<file path="config.mk">
export PLATFORM = sky130hd
export DESIGN_NAME = mqtt_fixed_header_parser_core_flat
export DESIGN_NICKNAME = d
export VERILOG_FILES = /design/src/design/mfhp_pkg.sv /design/src/design/mfhp_if.sv /design/src/design/mqtt_fixed_header_parser_core.sv /design/src/design/mfhp_front.sv /design/src/design/mfhp_queue.sv /design/src/design/mfhp_back.sv /design/src/flat_wrapper.sv
export SDC_FILE = /design/constraint.sdc
export NUM_CORES = 1
export LEC_CHECK = 0
export CORE_AREA = 5 5 114 116
export CTS_BUF_LIST = sky130_fd_sc_hd__clkbuf_4 sky130_fd_sc_hd__clkbuf_8 sky130_fd_sc_hd__clkbuf_16
export CTS_CLUSTER_SIZE = 30
export DETAILED_ROUTE_END_ITERATION = 16
export DIE_AREA = 0 0 119 121
export DONT_BUFFER_PORTS = 1
export PLACE_DENSITY = 0.59
export SYNTH_ARGS = -nofsm -noshare
export SYNTH_HDL_FRONTEND = slang
export SYNTH_SLANG_ARGS = --single-unit
</file>
<file path="constraint.sdc">
create_clock -name clock -period 5.2 [get_ports clock]
set_input_delay 1.04 -clock clock [delete_from_list [all_inputs] [get_ports clock]]
set_output_delay 1.04 -clock clock [all_outputs]
set_load 0.03 [all_outputs]
</file>
<file path="src/design/mfhp_pkg.sv">
`timescale 1ns / 1ps
// Shared types and constants for the MQTT fixed-header parser.
// No dependencies.
package mfhp_pkg;

   localparam int LEN_W  = 28;
   localparam int PART_W = 7;
   localparam int LANES  = LEN_W / PART_W;
   localparam int IDX_W  = 4;   // length byte index, covers up to sixteen length bytes
   localparam int HB_W   = 3;

   localparam logic [LEN_W-1:0] LEN_MASK = 28'hFFF_FFFF;

   localparam logic [1:0] ST_OK         = 2'd0;
   localparam logic [1:0] ST_INCOMPLETE = 2'd1;
   localparam logic [1:0] ST_MALFORMED  = 2'd2;

   typedef enum logic [2:0] {
      OP_FIRST_HOLD,
      OP_FIRST_END,
      OP_LEN_MORE,
      OP_LEN_OK,
      OP_LEN_MALFORMED,
      OP_LEN_END
   } op_type;

   typedef struct packed {
      op_type           op;
      logic [7:0]       data;
      logic [IDX_W-1:0] idx;
   } entry_type;

endpackage

</file>
<file path="src/design/mfhp_if.sv">
`timescale 1ns / 1ps
// Handshake channels of the MQTT fixed-header parser: header bytes in, results out.
// Depends on mfhp_pkg.
interface mfhp_req_if;
   logic       valid;
   logic       ready;
   logic [7:0] data_byte;
   logic       buf_end;

   modport source (output valid, output data_byte, output buf_end, input ready);
   modport sink   (input valid, input data_byte, input buf_end, output ready);
endinterface

interface mfhp_rsp_if;
   import mfhp_pkg::*;
   logic             valid;
   logic             ready;
   logic [3:0]       msg_type;
   logic             dup_flag;
   logic [1:0]       qos_level;
   logic             retain_flag;
   logic [LEN_W-1:0] remaining_length;
   logic [HB_W-1:0]  header_bytes;
   logic [1:0]       parse_status;

   modport source (output valid, output msg_type, output dup_flag, output qos_level,
                   output retain_flag, output remaining_length, output header_bytes,
                   output parse_status, input ready);
   modport sink   (input valid, input msg_type, input dup_flag, input qos_level,
                   input retain_flag, input remaining_length, input header_bytes,
                   input parse_status, output ready);
endinterface

</file>
<file path="src/design/mqtt_fixed_header_parser_core.sv">
`timescale 1ns / 1ps
// MQTT fixed-header parser, top level. Takes one header byte per word on req_ch and
// returns one result word on rsp_ch per header: packet type and flags, the decoded
// remaining length, the header byte count and a status (ok, incomplete, malformed).
// A new byte is taken every cycle while the result side keeps up; the byte that
// closes the header passes through the two-entry queue between the byte classifier
// and the length accumulator, and its result then through the output register that
// drives rsp_ch. A stalled result holds back the queue, and the input stalls
// once the queue is full. Depends on mfhp_pkg, mfhp_if, mfhp_front, mfhp_queue and
// mfhp_back.
module mqtt_fixed_header_parser_core import mfhp_pkg::*; #(
   parameter int MAX_LEN_BYTES = 4
) (
   input  logic       clock,
   input  logic       reset,
   mfhp_req_if.sink   req_ch,
   mfhp_rsp_if.source rsp_ch
);

   logic      push, full, pop, not_empty;
   entry_type push_entry, head;

   mfhp_front #(.MAX_LEN_BYTES(MAX_LEN_BYTES)) u_front (
      .clock      (clock),
      .reset      (reset),
      .req_ch     (req_ch),
      .full       (full),
      .push       (push),
      .push_entry (push_entry)
   );

   mfhp_queue u_queue (
      .clock      (clock),
      .reset      (reset),
      .push       (push),
      .push_entry (push_entry),
      .full       (full),
      .pop        (pop),
      .not_empty  (not_empty),
      .head       (head)
   );

   mfhp_back u_back (
      .clock     (clock),
      .reset     (reset),
      .not_empty (not_empty),
      .head      (head),
      .pop       (pop),
      .rsp_ch    (rsp_ch)
   );

endmodule

</file>
<file path="src/design/mfhp_front.sv">
`timescale 1ns / 1ps
// Front end: accepts header bytes and tags each with its role in the header.
// Depends on mfhp_pkg and mfhp_req_if.
module mfhp_front import mfhp_pkg::*; #(
   parameter int MAX_LEN_BYTES = 4
) (
   input  logic       clock,
   input  logic       reset,
   mfhp_req_if.sink   req_ch,
   input  logic       full,
   output logic       push,
   output entry_type  push_entry
);

   logic             in_length_ff, in_length_in;
   logic [IDX_W-1:0] count_ff, count_in;
   op_type           op;

   assign req_ch.ready = !full;
   assign push         = req_ch.valid && !full;

   always_comb begin
      if (!in_length_ff) begin
         op = req_ch.buf_end ? OP_FIRST_END : OP_FIRST_HOLD;
      end else if (!req_ch.data_byte[7]) begin
         op = OP_LEN_OK;
      end else if (count_ff == IDX_W'(MAX_LEN_BYTES - 1)) begin
         op = OP_LEN_MALFORMED;
      end else if (req_ch.buf_end) begin
         op = OP_LEN_END;
      end else begin
         op = OP_LEN_MORE;
      end
   end

   assign push_entry = '{op: op, data: req_ch.data_byte, idx: count_ff};

   always_comb begin
      in_length_in = in_length_ff;
      count_in     = count_ff;
      if (push) begin
         case (op)
            OP_FIRST_HOLD: begin
               in_length_in = 1'b1;
               count_in     = '0;
            end
            OP_LEN_MORE: begin
               count_in = count_ff + IDX_W'(1);
            end
            default: begin
               in_length_in = 1'b0;
               count_in     = '0;
            end
         endcase
      end
   end

   always_ff @(posedge clock) begin
      if (reset) begin
         in_length_ff <= 1'b0;
         count_ff     <= '0;
      end else begin
         in_length_ff <= in_length_in;
         count_ff     <= count_in;
      end
   end

endmodule

</file>
<file path="src/design/mfhp_queue.sv">
`timescale 1ns / 1ps
// Two-entry queue of tagged words between front and back end.
// Depends on mfhp_pkg.
module mfhp_queue import mfhp_pkg::*; (
   input  logic      clock,
   input  logic      reset,
   input  logic      push,
   input  entry_type push_entry,
   output logic      full,
   input  logic      pop,
   output logic      not_empty,
   output entry_type head
);

   entry_type  slot_ff [2];
   logic       wr_ptr_ff, wr_ptr_in;
   logic       rd_ptr_ff, rd_ptr_in;
   logic [1:0] count_ff, count_in;

   assign full      = (count_ff == 2'd2);
   assign not_empty = (count_ff != 2'd0);
   assign head      = slot_ff[rd_ptr_ff];

   always_comb begin
      wr_ptr_in = push ? !wr_ptr_ff : wr_ptr_ff;
      rd_ptr_in = pop  ? !rd_ptr_ff : rd_ptr_ff;
      count_in  = count_ff + {1'b0, push} - {1'b0, pop};
   end

   always_ff @(posedge clock) begin
      if (push) begin
         slot_ff[wr_ptr_ff] <= push_entry;
      end
   end

   always_ff @(posedge clock) begin
      if (reset) begin
         wr_ptr_ff <= 1'b0;
         rd_ptr_ff <= 1'b0;
         count_ff  <= '0;
      end else begin
         wr_ptr_ff <= wr_ptr_in;
         rd_ptr_ff <= rd_ptr_in;
         count_ff  <= count_in;
      end
   end

endmodule

</file>
<file path="src/design/mfhp_back.sv">
`timescale 1ns / 1ps
// Back end: accumulates the remaining length and registers the result word.
// Depends on mfhp_pkg and mfhp_rsp_if.
module mfhp_back import mfhp_pkg::*; (
   input  logic      clock,
   input  logic      reset,
   input  logic      not_empty,
   input  entry_type head,
   output logic      pop,
   mfhp_rsp_if.source rsp_ch
);

   logic [7:0]       first_ff, first_in;
   logic [LEN_W-1:0] accum_ff, accum_in;
   logic [LEN_W-1:0] merged;
   logic [PART_W-1:0] part;
   logic [IDX_W-1:0] hb_sum;
   logic             needs_out, out_free, load;

   logic             valid_ff;
   logic [7:0]       res_first_ff, res_first_in;
   logic [LEN_W-1:0] res_len_ff, res_len_in;
   logic [HB_W-1:0]  res_hb_ff, res_hb_in;
   logic [1:0]       res_st_ff, res_st_in;

   assign needs_out = (head.op != OP_FIRST_HOLD) && (head.op != OP_LEN_MORE);
   assign out_free  = !valid_ff || rsp_ch.ready;
   assign pop       = not_empty && (!needs_out || out_free);
   assign load      = pop && needs_out;

   assign part   = head.data[PART_W-1:0];
   assign hb_sum = head.idx + IDX_W'(2);

   // bytes past the fourth can only push the length beyond 28 bits
   always_comb begin
      merged = accum_ff;
      for (int i = 0; i < LANES; i++) begin
         if (head.idx == IDX_W'(i)) begin
            merged[i*PART_W +: PART_W] = accum_ff[i*PART_W +: PART_W] | part;
         end
      end
      if ((head.idx >= IDX_W'(LANES)) && (part != '0)) begin
         merged = LEN_MASK;
      end
   end

   always_comb begin
      first_in     = first_ff;
      accum_in     = accum_ff;
      res_first_in = first_ff;
      res_len_in   = '0;
      res_hb_in    = '0;
      res_st_in    = ST_INCOMPLETE;
      case (head.op)
         OP_FIRST_HOLD: begin
            first_in = head.data;
            accum_in = '0;
         end
         OP_FIRST_END: begin
            res_first_in = head.data;
         end
         OP_LEN_MORE: begin
            accum_in = merged;
         end
         OP_LEN_OK: begin
            res_len_in = merged;
            res_hb_in  = hb_sum[HB_W-1:0];
            res_st_in  = ST_OK;
         end
         OP_LEN_MALFORMED: begin
            res_st_in = ST_MALFORMED;
         end
         default: begin
            res_st_in = ST_INCOMPLETE;
         end
      endcase
   end

   always_ff @(posedge clock) begin
      if (pop) begin
         first_ff <= first_in;
         accum_ff <= accum_in;
      end
      if (load) begin
         res_first_ff <= res_first_in;
         res_len_ff   <= res_len_in;
         res_hb_ff    <= res_hb_in;
         res_st_ff    <= res_st_in;
      end
   end

   always_ff @(posedge clock) begin
      if (reset) begin
         valid_ff <= 1'b0;
      end else if (out_free) begin
         valid_ff <= load;
      end
   end

   assign rsp_ch.valid            = valid_ff;
   assign rsp_ch.msg_type         = res_first_ff[7:4];
   assign rsp_ch.dup_flag         = res_first_ff[3];
   assign rsp_ch.qos_level        = res_first_ff[2:1];
   assign rsp_ch.retain_flag      = res_first_ff[0];
   assign rsp_ch.remaining_length = res_len_ff;
   assign rsp_ch.header_bytes     = res_hb_ff;
   assign rsp_ch.parse_status     = res_st_ff;

endmodule

</file>
<file path="src/flat_wrapper.sv">
// flat-port wrapper written by rule: the top's interface ports become plain ports
module mqtt_fixed_header_parser_core_flat import mfhp_pkg::*;
#(
   parameter int MAX_LEN_BYTES = 4
)
  (clock, reset, req_ch_valid, req_ch_data_byte, req_ch_buf_end, req_ch_ready, rsp_ch_valid, rsp_ch_msg_type, rsp_ch_dup_flag, rsp_ch_qos_level, rsp_ch_retain_flag, rsp_ch_remaining_length, rsp_ch_header_bytes, rsp_ch_parse_status, rsp_ch_ready);
  mfhp_req_if req_ch_i ();
  mfhp_rsp_if rsp_ch_i ();
  input  logic clock;
  input  logic reset;
  input wire logic [$bits(req_ch_i.valid)-1:0] req_ch_valid;
  input wire logic [$bits(req_ch_i.data_byte)-1:0] req_ch_data_byte;
  input wire logic [$bits(req_ch_i.buf_end)-1:0] req_ch_buf_end;
  output wire logic [$bits(req_ch_i.ready)-1:0] req_ch_ready;
  output wire logic [$bits(rsp_ch_i.valid)-1:0] rsp_ch_valid;
  output wire logic [$bits(rsp_ch_i.msg_type)-1:0] rsp_ch_msg_type;
  output wire logic [$bits(rsp_ch_i.dup_flag)-1:0] rsp_ch_dup_flag;
  output wire logic [$bits(rsp_ch_i.qos_level)-1:0] rsp_ch_qos_level;
  output wire logic [$bits(rsp_ch_i.retain_flag)-1:0] rsp_ch_retain_flag;
  output wire logic [$bits(rsp_ch_i.remaining_length)-1:0] rsp_ch_remaining_length;
  output wire logic [$bits(rsp_ch_i.header_bytes)-1:0] rsp_ch_header_bytes;
  output wire logic [$bits(rsp_ch_i.parse_status)-1:0] rsp_ch_parse_status;
  input wire logic [$bits(rsp_ch_i.ready)-1:0] rsp_ch_ready;
  assign req_ch_i.valid = req_ch_valid;
  assign req_ch_i.data_byte = req_ch_data_byte;
  assign req_ch_i.buf_end = req_ch_buf_end;
  assign req_ch_ready = req_ch_i.ready;
  assign rsp_ch_valid = rsp_ch_i.valid;
  assign rsp_ch_msg_type = rsp_ch_i.msg_type;
  assign rsp_ch_dup_flag = rsp_ch_i.dup_flag;
  assign rsp_ch_qos_level = rsp_ch_i.qos_level;
  assign rsp_ch_retain_flag = rsp_ch_i.retain_flag;
  assign rsp_ch_remaining_length = rsp_ch_i.remaining_length;
  assign rsp_ch_header_bytes = rsp_ch_i.header_bytes;
  assign rsp_ch_parse_status = rsp_ch_i.parse_status;
  assign rsp_ch_i.ready = rsp_ch_ready;
  mqtt_fixed_header_parser_core #(.MAX_LEN_BYTES(MAX_LEN_BYTES)) u_core (.clock(clock), .reset(reset), .req_ch(req_ch_i), .rsp_ch(rsp_ch_i));
endmodule
</file>
Word level (Yosys, flattened, before mapping). Memories as Yosys holds them, arrays and structs flattened. A register that Yosys moved wholly into a read port is not among the register bits. Cells that the tools add are included.

Output and inout bits: 43. Bits in writable memories: 30. Bits of input ports: 13. Flip-flop bits (word level): 87. Memories: 1.

Bitwise logic cells: 5. $lt $le $gt $ge: 1. Add/sub/neg operators: 4. Eq/ne operators: 11. Reduce and logical (&&, ||, !) cells: 22. Mux-type cells: 19.

Memory list: u_core.u_queue.slot_ff (words 2, width 15, rd ports 1, clocked after memory_dff 1, wr ports 1, line mfhp_queue.sv:15) `entry_type slot_ff [2];`.

Operators with widths (number): case mux 28 bit (2 select lines) (1); two-way mux 28 bit (1); two-way mux 7 bit (4); OR 7 bit (4); equality test 4 x 2 -> 1 bit, second input constant (3); two-way mux 3 bit (4); equality test 3 x 2 -> 1 bit, second input constant (3); two-way mux 8 bit (1); nonzero test 7 bit (1); zero test 3 bit (2); AND reduction 2 bit (3); logical AND 1 bit (5); zero test 1 bit (5); two-way mux 1 bit (5); adder 4 x 1 -> 4 bit, second input constant (1); equality test 4 x 1 -> 1 bit, second input constant (1); greater-or-equal comparator 4 x 3 -> 1 bit, second input constant (1); zero test 4 bit (1); two-way mux 4 bit (1); case mux 2 bit (2 select lines) (1); nonzero test 2 bit (2); adder 3 x 2 -> 3 bit, second input constant (1); equality test 3 x 1 -> 1 bit, second input constant (1); equality test 3 bit, second input constant (1); other kinds (8) (9).

Longest topological paths before layout. Gate-level depths: netlist of the first run.

Word-level depth: 7. Depth in mapped cells: 9.

Modules after synthesis. A second synthesis of the first run with hierarchy kept.

Cells, all modules: 322. Area, all modules: 4890.9 µm².

Modules (own cells, without submodules): mfhp_back (cells an instance 208, seq. area each 2332.2 µm², instances 1, area each 3156.8 µm²); mfhp_queue (cells an instance 68, seq. area each 1001.0 µm², instances 1, area each 1357.6 µm²); mfhp_front (cells an instance 46, seq. area each 100.1 µm², instances 1, area each 376.6 µm²).

Least setup slack after synthesis of the first run. No wires, ideal clock.

Path type: reg-to-reg. Start: reg (tool-made name). End: reg u_core.u_back.accum_ff[0], enable pin. Arrival: 2087 ps. Stages on the path, launching flop included: 6. Path slack: 2700 ps. Buffers on the path: 2. Path through: dfxtp_1 buf_6 buf_6 nor3b_2 nor2_1 nor2_1.

RTL lines: to (signal assigned) (line mfhp_back.sv:82) `accum_ff <= accum_in;`; to (decl) (line mfhp_back.sv:14) `logic [LEN_W-1:0] accum_ff, accum_in;`.

==> metrics.csv, run 1 <==
metric,value,unit
Starting Density,44.1,%
Post-CTS Setup Repair Bufs,0,
CTS H-tree depth,4,
R2R depth,5,
full die area,14400,µm²
DRC viols,0,
Static Leak,2.04,nW
Synth warnings,0,
number of I/O port buffers,0,
"Req. time, crit path",5.31,ns
post-synthesis area per instance,15.3,µm²
Post-synth EDFFs,107,
Critical Path Sink,u_core.u_back.accum_ff[4]$_SDFFCE_PP0P_,
met2 Usage GRT,24.0,%
number of synthesized register bits,118,
DRT iter0 DRCs,203,
Cell Rows,40,
DP HPWL,6780,µm
DRT antenna net count,0,
async set-or-reset flop fraction in the synthesized netlist,0,%
Die X,119,µm
gpl congestion,0.743,
Avg WL per Cell,20.1,µm
Synth-to-Final Area Change,12.0,%
Hold Buf Count CTS,0,
fin nets,359,
Worst-path clk slew,0.05,ns
CTS tree,yes,
Worst Skew,0.0126,ns
post-cts gate resize count,0,
Syn Nets,355,
RR Endpoint,u_core.u_back.accum_ff[4]$_SDFFCE_PP0P_,
M1 GR Usage,17.7,%
largest cells by area after synthesis,"edfxtp_1 62%, a221o_1 11%, dfxtp_1 4.2%",
Num Clock Sinks,118,
IO Pins,56,
layout cells sized above 1,16.8,%
Clock Root Buffer,clkbuf_16,
number of max-cap violations,0,
Die H,121,µm
final WL,10100,µm
arrival time worst endpoint,2.68,ns
"reg-to-reg slack, setup",2.63,ns
dominant synthesized flop cell,edfxtp_1,
HP Class,flop to flop,
vias in the first global route,2872,
Mapped Cells,340,
cts bufs inserted,17,
clk_lat worst skew,0.41,ns
worst slew pin tran,1.23,ns
largest net degree at the start of global routing,42,
total grt overflow,0,
DRT Pass-1 Iters,5,
CP Launch Type,flop,
gr usage total,14.8,%
fin crit period,2.57,ns
Tot Pwr,0.00365,W
Worst IR Drop VDD,0.244,mV
Power Dens Cells,626,nW/µm²
Vias,2912,
unrepaired setup endpoints after global routing,no,
register area share after synthesis,66.0,%
clk buf depth,2,
global-route wire length before repair,16000,µm
synth cell count leaders,"107 x edfxtp_1, 56 x a221o_1, 34 x nor2_1, 15 x nand2_1, 12 x inv_1",
Crit Path Category,flop to flop,
Netlist Area Pre-Place,5200,µm²
crit-path max FO,27,
Yosys top cell area share,61.7,%
outcome,completed,
core area,11800,µm²
initial antenna violation count,0,
top-count cell post-synth,edfxtp_1,
fmax,389,MHz
GR peak layer,met2,
final setup violation count,0,
Ant. Diodes,0,
Critical Path End Type,flop,
"Distinct cells, synth",54,
dominant cell type by area after synthesis,edfxtp_1,
M3 GR Usage,5.50,%
DR vias/cell,5.78,
fin crit share,49.4,%
Pins Over Slew Limit,0,
Final Util,49.4,%
slew margin rel.,17.1,%
final hold vios,0,
setup TNS,0,ns
-- cells in the final DEF (no fill, tap or decap), types with 2 or more instances in the layout --
cell / netlist / final
edfxtp_1: 107 / 107
a221o_1: 56 / 56
nor2_1: 34 / 33
clkbuf_16: 0 / 17
nand2_1: 15 / 15
inv_1: 12 / 12
dfxtp_1: 11 / 11
o21ai_0: 9 / 9
mux2i_1: 8 / 8
nand2b_1: 4 / 4
xnor2_1: 4 / 4
mux2_2: 4 / 4
nor3_1: 4 / 4
xor2_1: 4 / 4
clkinv_1: 0 / 4
buf_4: 2 / 4
nor2b_1: 3 / 3
a21oi_1: 3 / 3
bufinv_16: 0 / 3
clkinv_2: 0 / 3
clkbuf_4: 0 / 3
nand3b_1: 2 / 2
nor3b_1: 2 / 2
nor2_2: 1 / 2
and3_1: 2 / 2
nor2_8: 2 / 2
a211oi_4: 2 / 2
nor2_4: 2 / 2
a211oi_1: 2 / 2
nand3_1: 2 / 2
ha_1: 2 / 2
clkinvlp_4: 0 / 2
-- through the flow --
stage	instances	hold WS, ns	worst slack [ns]	area, µm²
after CTS	504	0.520	2.60	5830
after global routing	504	0.537	2.43	5830
after floorplan	340	0.465	2.70	5200
final	504	0.520	2.63	5830
after global placement	472	0.500	2.65	5250
after detailed placement	472	0.512	2.62	5250
-- sequential cells by signal, summed over array words and instances (netlist names), named ones only --
| register | flops |
|---|---|
| u_core.u_back.rsp_ch.header_bytes | 3 |
| u_core.u_back.accum_ff | 28 |
| u_core.u_back.rsp_ch.parse_status | 2 |
| u_core.u_back.rsp_ch.remaining_length | 28 |
| u_core.u_queue.slot_ff | 30 |
| u_core.u_queue.wr_ptr_ff | 1 |
| u_core.u_back.first_ff | 8 |
| u_core.u_front.in_length_ff | 1 |
| u_core.u_back.rsp_ch.valid | 1 |
| u_core.u_queue.count_ff | 2 |
| u_core.u_back.res_first_ff | 8 |
| u_core.u_queue.rd_ptr_ff | 1 |
| u_core.u_front.count_ff | 4 |
-- area by class of cell --
type | instances | area (µm²)
Timing Repair Buffer | 4 | 30.0
Sequential cell | 118 | 3430
Clock buffer | 20 | 448
Clock inverter | 12 | 135
Multi-Input combinational cell | 191 | 1550
Tap cell | 147 | 184
Fill cell | 1031 | 5980
Inverter | 12 | 45.0
-- kinds of logic after synthesis --
logic type	after synthesis	synth area share (%)
DFF	118	66.0
buffers and inverters	31	4.21
AOI/OAI and AO/OA	84	16.1
xor gates and xnor gates	8	1.35
adders and majority gates	2	0.481
and+or+nand+nor	83	8.75
muxes	14	3.10
-- report_power, final --
part	switching, W	internal, W	leakage [nW]
registers	0.000395	0.00141	1.10
clock network	0.000378	0.000757	0.284
logic	0.000450	0.000257	0.649
total	0.00122	0.00243	2.04
-- worst max-delay path, cell delays in order, from the launching register on --
cell     delay (ns)
dfxtp_1        0.31
buf_4          0.33
nor3b_2        0.30
nor2_1         0.13
nor2_2         0.87
buf_4          0.32
-- how the worst min path moves through the flow --
stage,startpoint,end,slack [ns],cells after the start
floorplan,u_core.u_front.count_ff[1]$_SDFFE_PP0P_,u_core.u_queue.slot_ff[0][1]$_DFFE_PP_,0.47,0
global placement,u_core.u_front.count_ff[1]$_SDFFE_PP0P_,u_core.u_front.count_ff[1]$_SDFFE_PP0P_,0.50,2
detailed placement,u_core.u_front.count_ff[1]$_SDFFE_PP0P_,u_core.u_front.count_ff[1]$_SDFFE_PP0P_,0.51,2
CTS,u_core.u_front.count_ff[1]$_SDFFE_PP0P_,u_core.u_front.count_ff[1]$_SDFFE_PP0P_,0.52,2
global route,u_core.u_queue.rd_ptr_ff$_SDFFE_PP0P_,u_core.u_queue.rd_ptr_ff$_SDFFE_PP0P_,0.54,2
finish,u_core.u_front.count_ff[1]$_SDFFE_PP0P_,u_core.u_front.count_ff[1]$_SDFFE_PP0P_,0.52,2
-- layer usage --
layer,vias to the layer above,share of wire [%]
li1,1370,-
met1,1446,42
met2,86,52
met3,10,4.8
met4,0,1.3
met5,-,0
Note: power is estimated with default switching activity, not from simulation.
==> run 2: changes to the inputs <==
ABC_AREA = 1   (was default)
CORE_AREA = 5 5 111 113   (was 5 5 114 116)
DIE_AREA = 0 0 116 118   (was 0 0 119 121)
clock period = 2.5 ns   (was 5.2 ns; I/O delays follow)
==> run 2 against run 1 <==
Die area fell by 4.9%. Flip-flop and latch count did not move. Area after synthesis fell by 4.7%. First-iteration DRC count fell by 7.4%. Cell count rose by 16%. Fmax rose by 21%. Critical endpoint is now u_core.u_back.first_ff[5]$_DFFE_PP_. Sequential power rose by 100%. Worst hold slack got worse by 0.36 ns. Combinational power rose to 2.6 times the previous value. Core utilization rose by 2.0 points. Highest routed layer unchanged. Final area fell by 1.1%.
==> metrics.csv, run 2 <==
metric,value,unit
largest cells by area after synthesis,"edfxtp_1 65%, a21oi_1 8.4%, nand2_1 6.1%",
Syn Nets,431,
total grt overflow,0,
Hold Startpoint,reset,
crit-path max FO,13,
Die H,118,µm
worst slew pin tran,0.711,ns
most flop-heavy register,u_core.u_queue.slot_ff,
register area share after synthesis,69.2,%
initial antenna violation count,0,
fin nets,445,
HP Class,input port to flop,
Ant. Diodes,0,
Tot Pwr,0.00823,W
number of I/O port buffers,0,
Mapped Cells,416,
final WL,9350,µm
max FFs per register,30,
Synth warnings,0,
gpl congestion,0.751,
WP buf/inv,2,
dominant synthesized flop cell,edfxtp_1,
gr usage total,14.7,%
DRT Pass-1 Iters,4,
family with the most delay on the worst path,simple AND/OR/NAND/NOR gates,
Num Clock Sinks,118,
Clock Root Buffer,clkbuf_16,
Hold Buf Count CTS,0,
fin crit share,84.9,%
hold slack,0.155,ns
dominant cell type by area after synthesis,edfxtp_1,
fin crit period,2.12,ns
Netlist Area Pre-Place,4960,µm²
DRT antenna net count,0,
layout cells sized above 1,15.6,%
Worst-path clk slew,0.05,ns
post-cts gate resize count,0,
Avg WL per Cell,16.0,µm
clk_lat worst skew,0.41,ns
DP Cell Count,554,
multi-input combinational cell area,1210,µm²
cts bufs inserted,17,
DRC viols,0,
arrival time worst endpoint,2.16,ns
setup TNS,0,ns
Static Leak,2.25,nW
Synth-to-Final Area Change,16.2,%
"Distinct cells, synth",29,
IO Pins,56,
Vias,2894,
CTS H-tree depth,4,
Seq. cell area,3430,µm²
vias in the first global route,2905,
Post-CTS Setup Repair Bufs,0,
post-synthesis area per instance,11.9,µm²
DRT iter0 DRCs,188,
CTS tree,yes,
Yosys top cell area share,64.8,%
DP HPWL,6380,µm
Post-synth EDFFs,107,
CP Launch Type,flop,
fin area,5760,µm²
slew margin rel.,52.4,%
number of max-cap violations,0,
largest net degree at the start of global routing,42,
"Req. time, crit path",2.53,ns
Starting Density,44.2,%
Fillers,999,
async set-or-reset flop fraction in the synthesized netlist,0,%
Crit-path slowest cell,nor2_1,
synth cell count leaders,"107 x edfxtp_1, 83 x a21oi_1, 81 x nand2_1, 47 x inv_1, 20 x nor2_1",
Die X,116,µm
"commonest non-fill, non-tap cell in the layout",edfxtp_1,
outcome,completed,
global-route wire length before repair,15300,µm
CP Cell Sequence,buf_4 > nand2_1 > nand2_2 > inv_1 > nor2_1 > nand2_1 > nor2_1,
final hold vios,0,
Worst IR Drop VDD,0.586,mV
"commonest cells after routing, fill and taps aside","107 x edfxtp_1, 83 x a21oi_1, 81 x nand2_1",
final setup violation count,0,
unrepaired setup endpoints after global routing,no,
fmax,471,MHz
DR vias/cell,4.94,
clk buf depth,2,
Crit Path Category,flop to flop,
core area,11200,µm²
Critical Path End Type,flop,
Worst Skew,0.00871,ns
placed cell areas,5110,µm²
Pins Over Slew Limit,0,
max incr delay on CP,0.55,ns
top-count cell post-synth,edfxtp_1,
number of synthesized register bits,118,
Power Dens Cells,1430,nW/µm²
full die area,13700,µm²
Cell Rows,39,
fin cells,586,
-- run 2: per-layer routing --
metal  track usage [%]  wire [µm]  vias up
li1                  -          -     1457
met3              4.22        398       12
met1              19.1       4170     1359
met2              22.6       4620       66
met4              7.03        163        0
met5                 0          0        -
-- run 2: worst paths after layout --
kind                                                 to  slack, ns  depth (start not counted)
setup / recovery    u_core.u_back.first_ff[5]$_DFFE_PP_       0.38                          7
hold / removal    u_core.u_queue.rd_ptr_ff$_SDFFE_PP0P_       0.16                          1
setup reg to reg    u_core.u_back.first_ff[5]$_DFFE_PP_       0.38                          7
hold reg to reg   u_core.u_queue.rd_ptr_ff$_SDFFE_PP0P_       0.49                          2
-- run 2: final cells by class --
cell class | instances | area share, %
inverters | 49 | 3.23
flip-flops and latches | 118 | 59.6
repair buffers | 10 | 1.74
multi-input cells | 234 | 21.0
clock buffers | 23 | 8.38
clock inverters | 9 | 3.00
well taps | 143 | 3.10
-- run 2: logic make-up after synthesis --
logic type               after synthesis  share of synthesized area [%]
AND/OR/NAND/NOR                      124                           11.7
flip-flops                           118                           69.2
AO/OA/AOI/OAI                        104                           11.5
buffers and inverters                 64                           6.41
XOR/XNOR                               4                          0.706
adder cells (fa/ha/maj)                2                          0.504
-- run 2: report_power, final --
| group | switching [W] | total, W | internal, W |
|---|---|---|---|
| Clock | 0.000807 | 0.00266 | 0.00186 |
| Sequential | 0.000742 | 0.00370 | 0.00296 |
| Combinational | 0.00136 | 0.00186 | 0.000507 |
-- run 2: metrics by stage --
stage	utilization (%)	setup WS (ns)
after floorplan	-	0.144
after global placement	45.5	0.464
after detailed placement	45.5	0.359
after CTS	51.4	0.351
after global routing	51.4	0.183
final	51.4	0.377
==> run 3: changes to the inputs <==
PLACE_DENSITY = 0.61   (was 0.59)
clock period = 1.76 ns   (was 2.5 ns; I/O delays follow)
==> run 3 against run 2 <==
Non-clock buffer count is 21 higher. Cell count is 3.6% higher. Fmax is 29% higher. Critical path depth is 1 higher. First-iteration DRC count is 21% lower. Clock power is 36% higher. Die area stayed put. Setup slack worse by 0.26 ns. Via count is 4.1% higher. Routed wire length is 0.43% higher. Final area is 4.6% higher. Critical path type unchanged.
==> metrics.csv, run 3 (same netlist as run 2, synthesis figures left out) <==
metric,value,unit
outcome,completed,
layout cells sized above 1,22.2,%
gr usage total,14.4,%
Static Leak,2.34,nW
DRT Pass-1 Iters,4,
CTS tree,yes,
arrival time worst endpoint,1.78,ns
number of max-cap violations,0,
slew margin rel.,77.6,%
Ant. Diodes,0,
fmax,610,MHz
DRT antenna net count,0,
Worst-path clk slew,0.05,ns
Die H,118,µm
"commonest cells after routing, fill and taps aside","107 x edfxtp_1, 82 x a21oi_1, 75 x nand2_1",
worst slew pin tran,0.337,ns
final setup violation count,0,
R2R depth,8,
max FFs per register,30,
CP Launch Type,flop,
Critical Path End Type,flop,
final setup margin,0.121,ns
clk_lat worst skew,0.40,ns
"Req. time, crit path",1.90,ns
fin crit period,1.64,ns
Vias,3013,
clk buf depth,2,
Fillers,963,
hold path depth,1,
final hold vios,0,
core area,11200,µm²
gpl congestion,0.818,
DP HPWL,6680,µm
Avg WL per Cell,15.5,µm
Crit Path Category,flop to flop,
Clock Root Buffer,clkbuf_16,
Starting Density,44.2,%
fin crit share,93.1,%
RR Endpoint,u_core.u_back.rsp_ch.remaining_length[18]$_SDFFCE_PP0P_,
IO Pins,56,
Tot Pwr,0.0120,W
Pins Over Slew Limit,0,
total grt overflow,0,
pre-CTS WS,-0.0106,ns
Hold Startpoint,reset,
final WL,9390,µm
crit-path max FO,18,
vias in the first global route,3072,
Worst Skew,0.0100,ns
"commonest non-fill, non-tap cell in the layout",edfxtp_1,
Power Dens Cells,2000,nW/µm²
hold endpoint,u_core.u_back.rsp_ch.valid$_SDFFE_PP0P_,
Die X,116,µm
Synth-to-Final Area Change,21.5,%
CTS H-tree depth,4,
DR vias/cell,4.96,
fin nets,466,
Num Clock Sinks,118,
"reg-to-reg slack, setup",0.12,ns
Cell Rows,39,
DRC viols,0,
full die area,13700,µm²
initial antenna violation count,0,
DRT iter0 DRCs,149,
cts bufs inserted,17,
most flop-heavy register,u_core.u_queue.slot_ff,
unrepaired setup endpoints after global routing,yes,
largest net degree at the start of global routing,29,
global-route wire length before repair,15100,µm
Worst IR Drop VDD,1.12,mV
HP Class,input port to flop,
number of I/O port buffers,0,
## run 3: cell count changes in the layout (fill, tap and decap cells not counted), sizes merged
| cell | before | now |
|---|---|---|
| inv | 49 | 47 |
| clkbuf | 23 | 20 |
| bufinv | 5 | 4 |
| dlygate4sd3 | 0 | 1 |
| buf | 10 | 30 |
| clkinvlp | 1 | 7 |
## run 3: area by class of cell
type	instances	area (µm²)	area share [%]
repair buffers	31	327	5.42
well taps	143	179	2.97
clock inverters	12	176	2.93
multi-input cells	234	1250	20.8
flip-flops and latches	118	3440	57.0
inverters	49	194	3.22
clock buffers	20	460	7.64
## run 3: worst max path at each step
stage	from	to	slack, ns	cells past startpoint
2_1_floorplan	flop	u_core.u_back.res_first_ff[0]$_DFFE_PP_	-0.27	10
3_3_place_gp	flop	u_core.u_queue.count_ff[1]$_SDFF_PP0_	0.09	13
3_5_place_dp	flop	u_core.u_queue.count_ff[1]$_SDFF_PP0_	-0.01	13
4_1_cts	flop	u_core.u_queue.count_ff[1]$_SDFF_PP0_	0.03	13
5_1_grt	flop	u_core.u_queue.count_ff[1]$_SDFF_PP0_	-0.04	13
6_report	flop	u_core.u_back.rsp_ch.remaining_length[18]$_SDFFCE_PP0P_	0.12	8
## run 3: worst max-delay path, cell delays in order (launching register included)
cell,delay [ns]
dfxtp_4,0.35
buf_4,0.16
o21ai_1,0.20
nand2_1,0.07
nor2_1,0.09
nand2_1,0.07
nand2_2,0.10
buf_4,0.23
a21oi_1,0.11
## run 3: where the power goes
group | leakage [nW] | switching, W | internal (W)
sequential | 1.10 | 0.00103 | 0.00420
clock | 0.298 | 0.00117 | 0.00245
combinational | 0.936 | 0.00207 | 0.00111
total | 2.34 | 0.00428 | 0.00776
## run 3: layer usage
metal / GRT usage [%] / vias to the layer above / part of all wire, %
li1: - / 1502 / -
met4: 6.74 / 0 / 2.9
met1: 17.1 / 1413 / 43
met5: 0 / - / 0
met3: 5.55 / 16 / 4.7
met2: 22.9 / 82 / 50
## run 3: repair_timing
| action | 4_1_cts | 5_1_grt |
|---|---|---|
| buffers inserted | 0 | 0 |
| hold endpoints to repair | 2 | 0 |
| endpoints found under the setup margin | 1 | 50 |
| gates resized for setup | 1 | 9 |
| hold buffers | 1 | 0 |
| pin swaps | 0 | 3 |
## run 3: per-stage QoR
step	instance area, µm²	setup TNS, ns	std cells	utilization [%]	hold WS (ns)
after floorplan	4980	-12.02	416	-	0.421
after global placement	5350	0	574	47.6	0.423
after detailed placement	5350	-0.0106	574	47.6	0.424
after CTS	6000	0	607	53.5	0.00649
after global routing	6030	-0.0395	607	53.7	0.00755
final	6030	0	607	53.7	0.0276
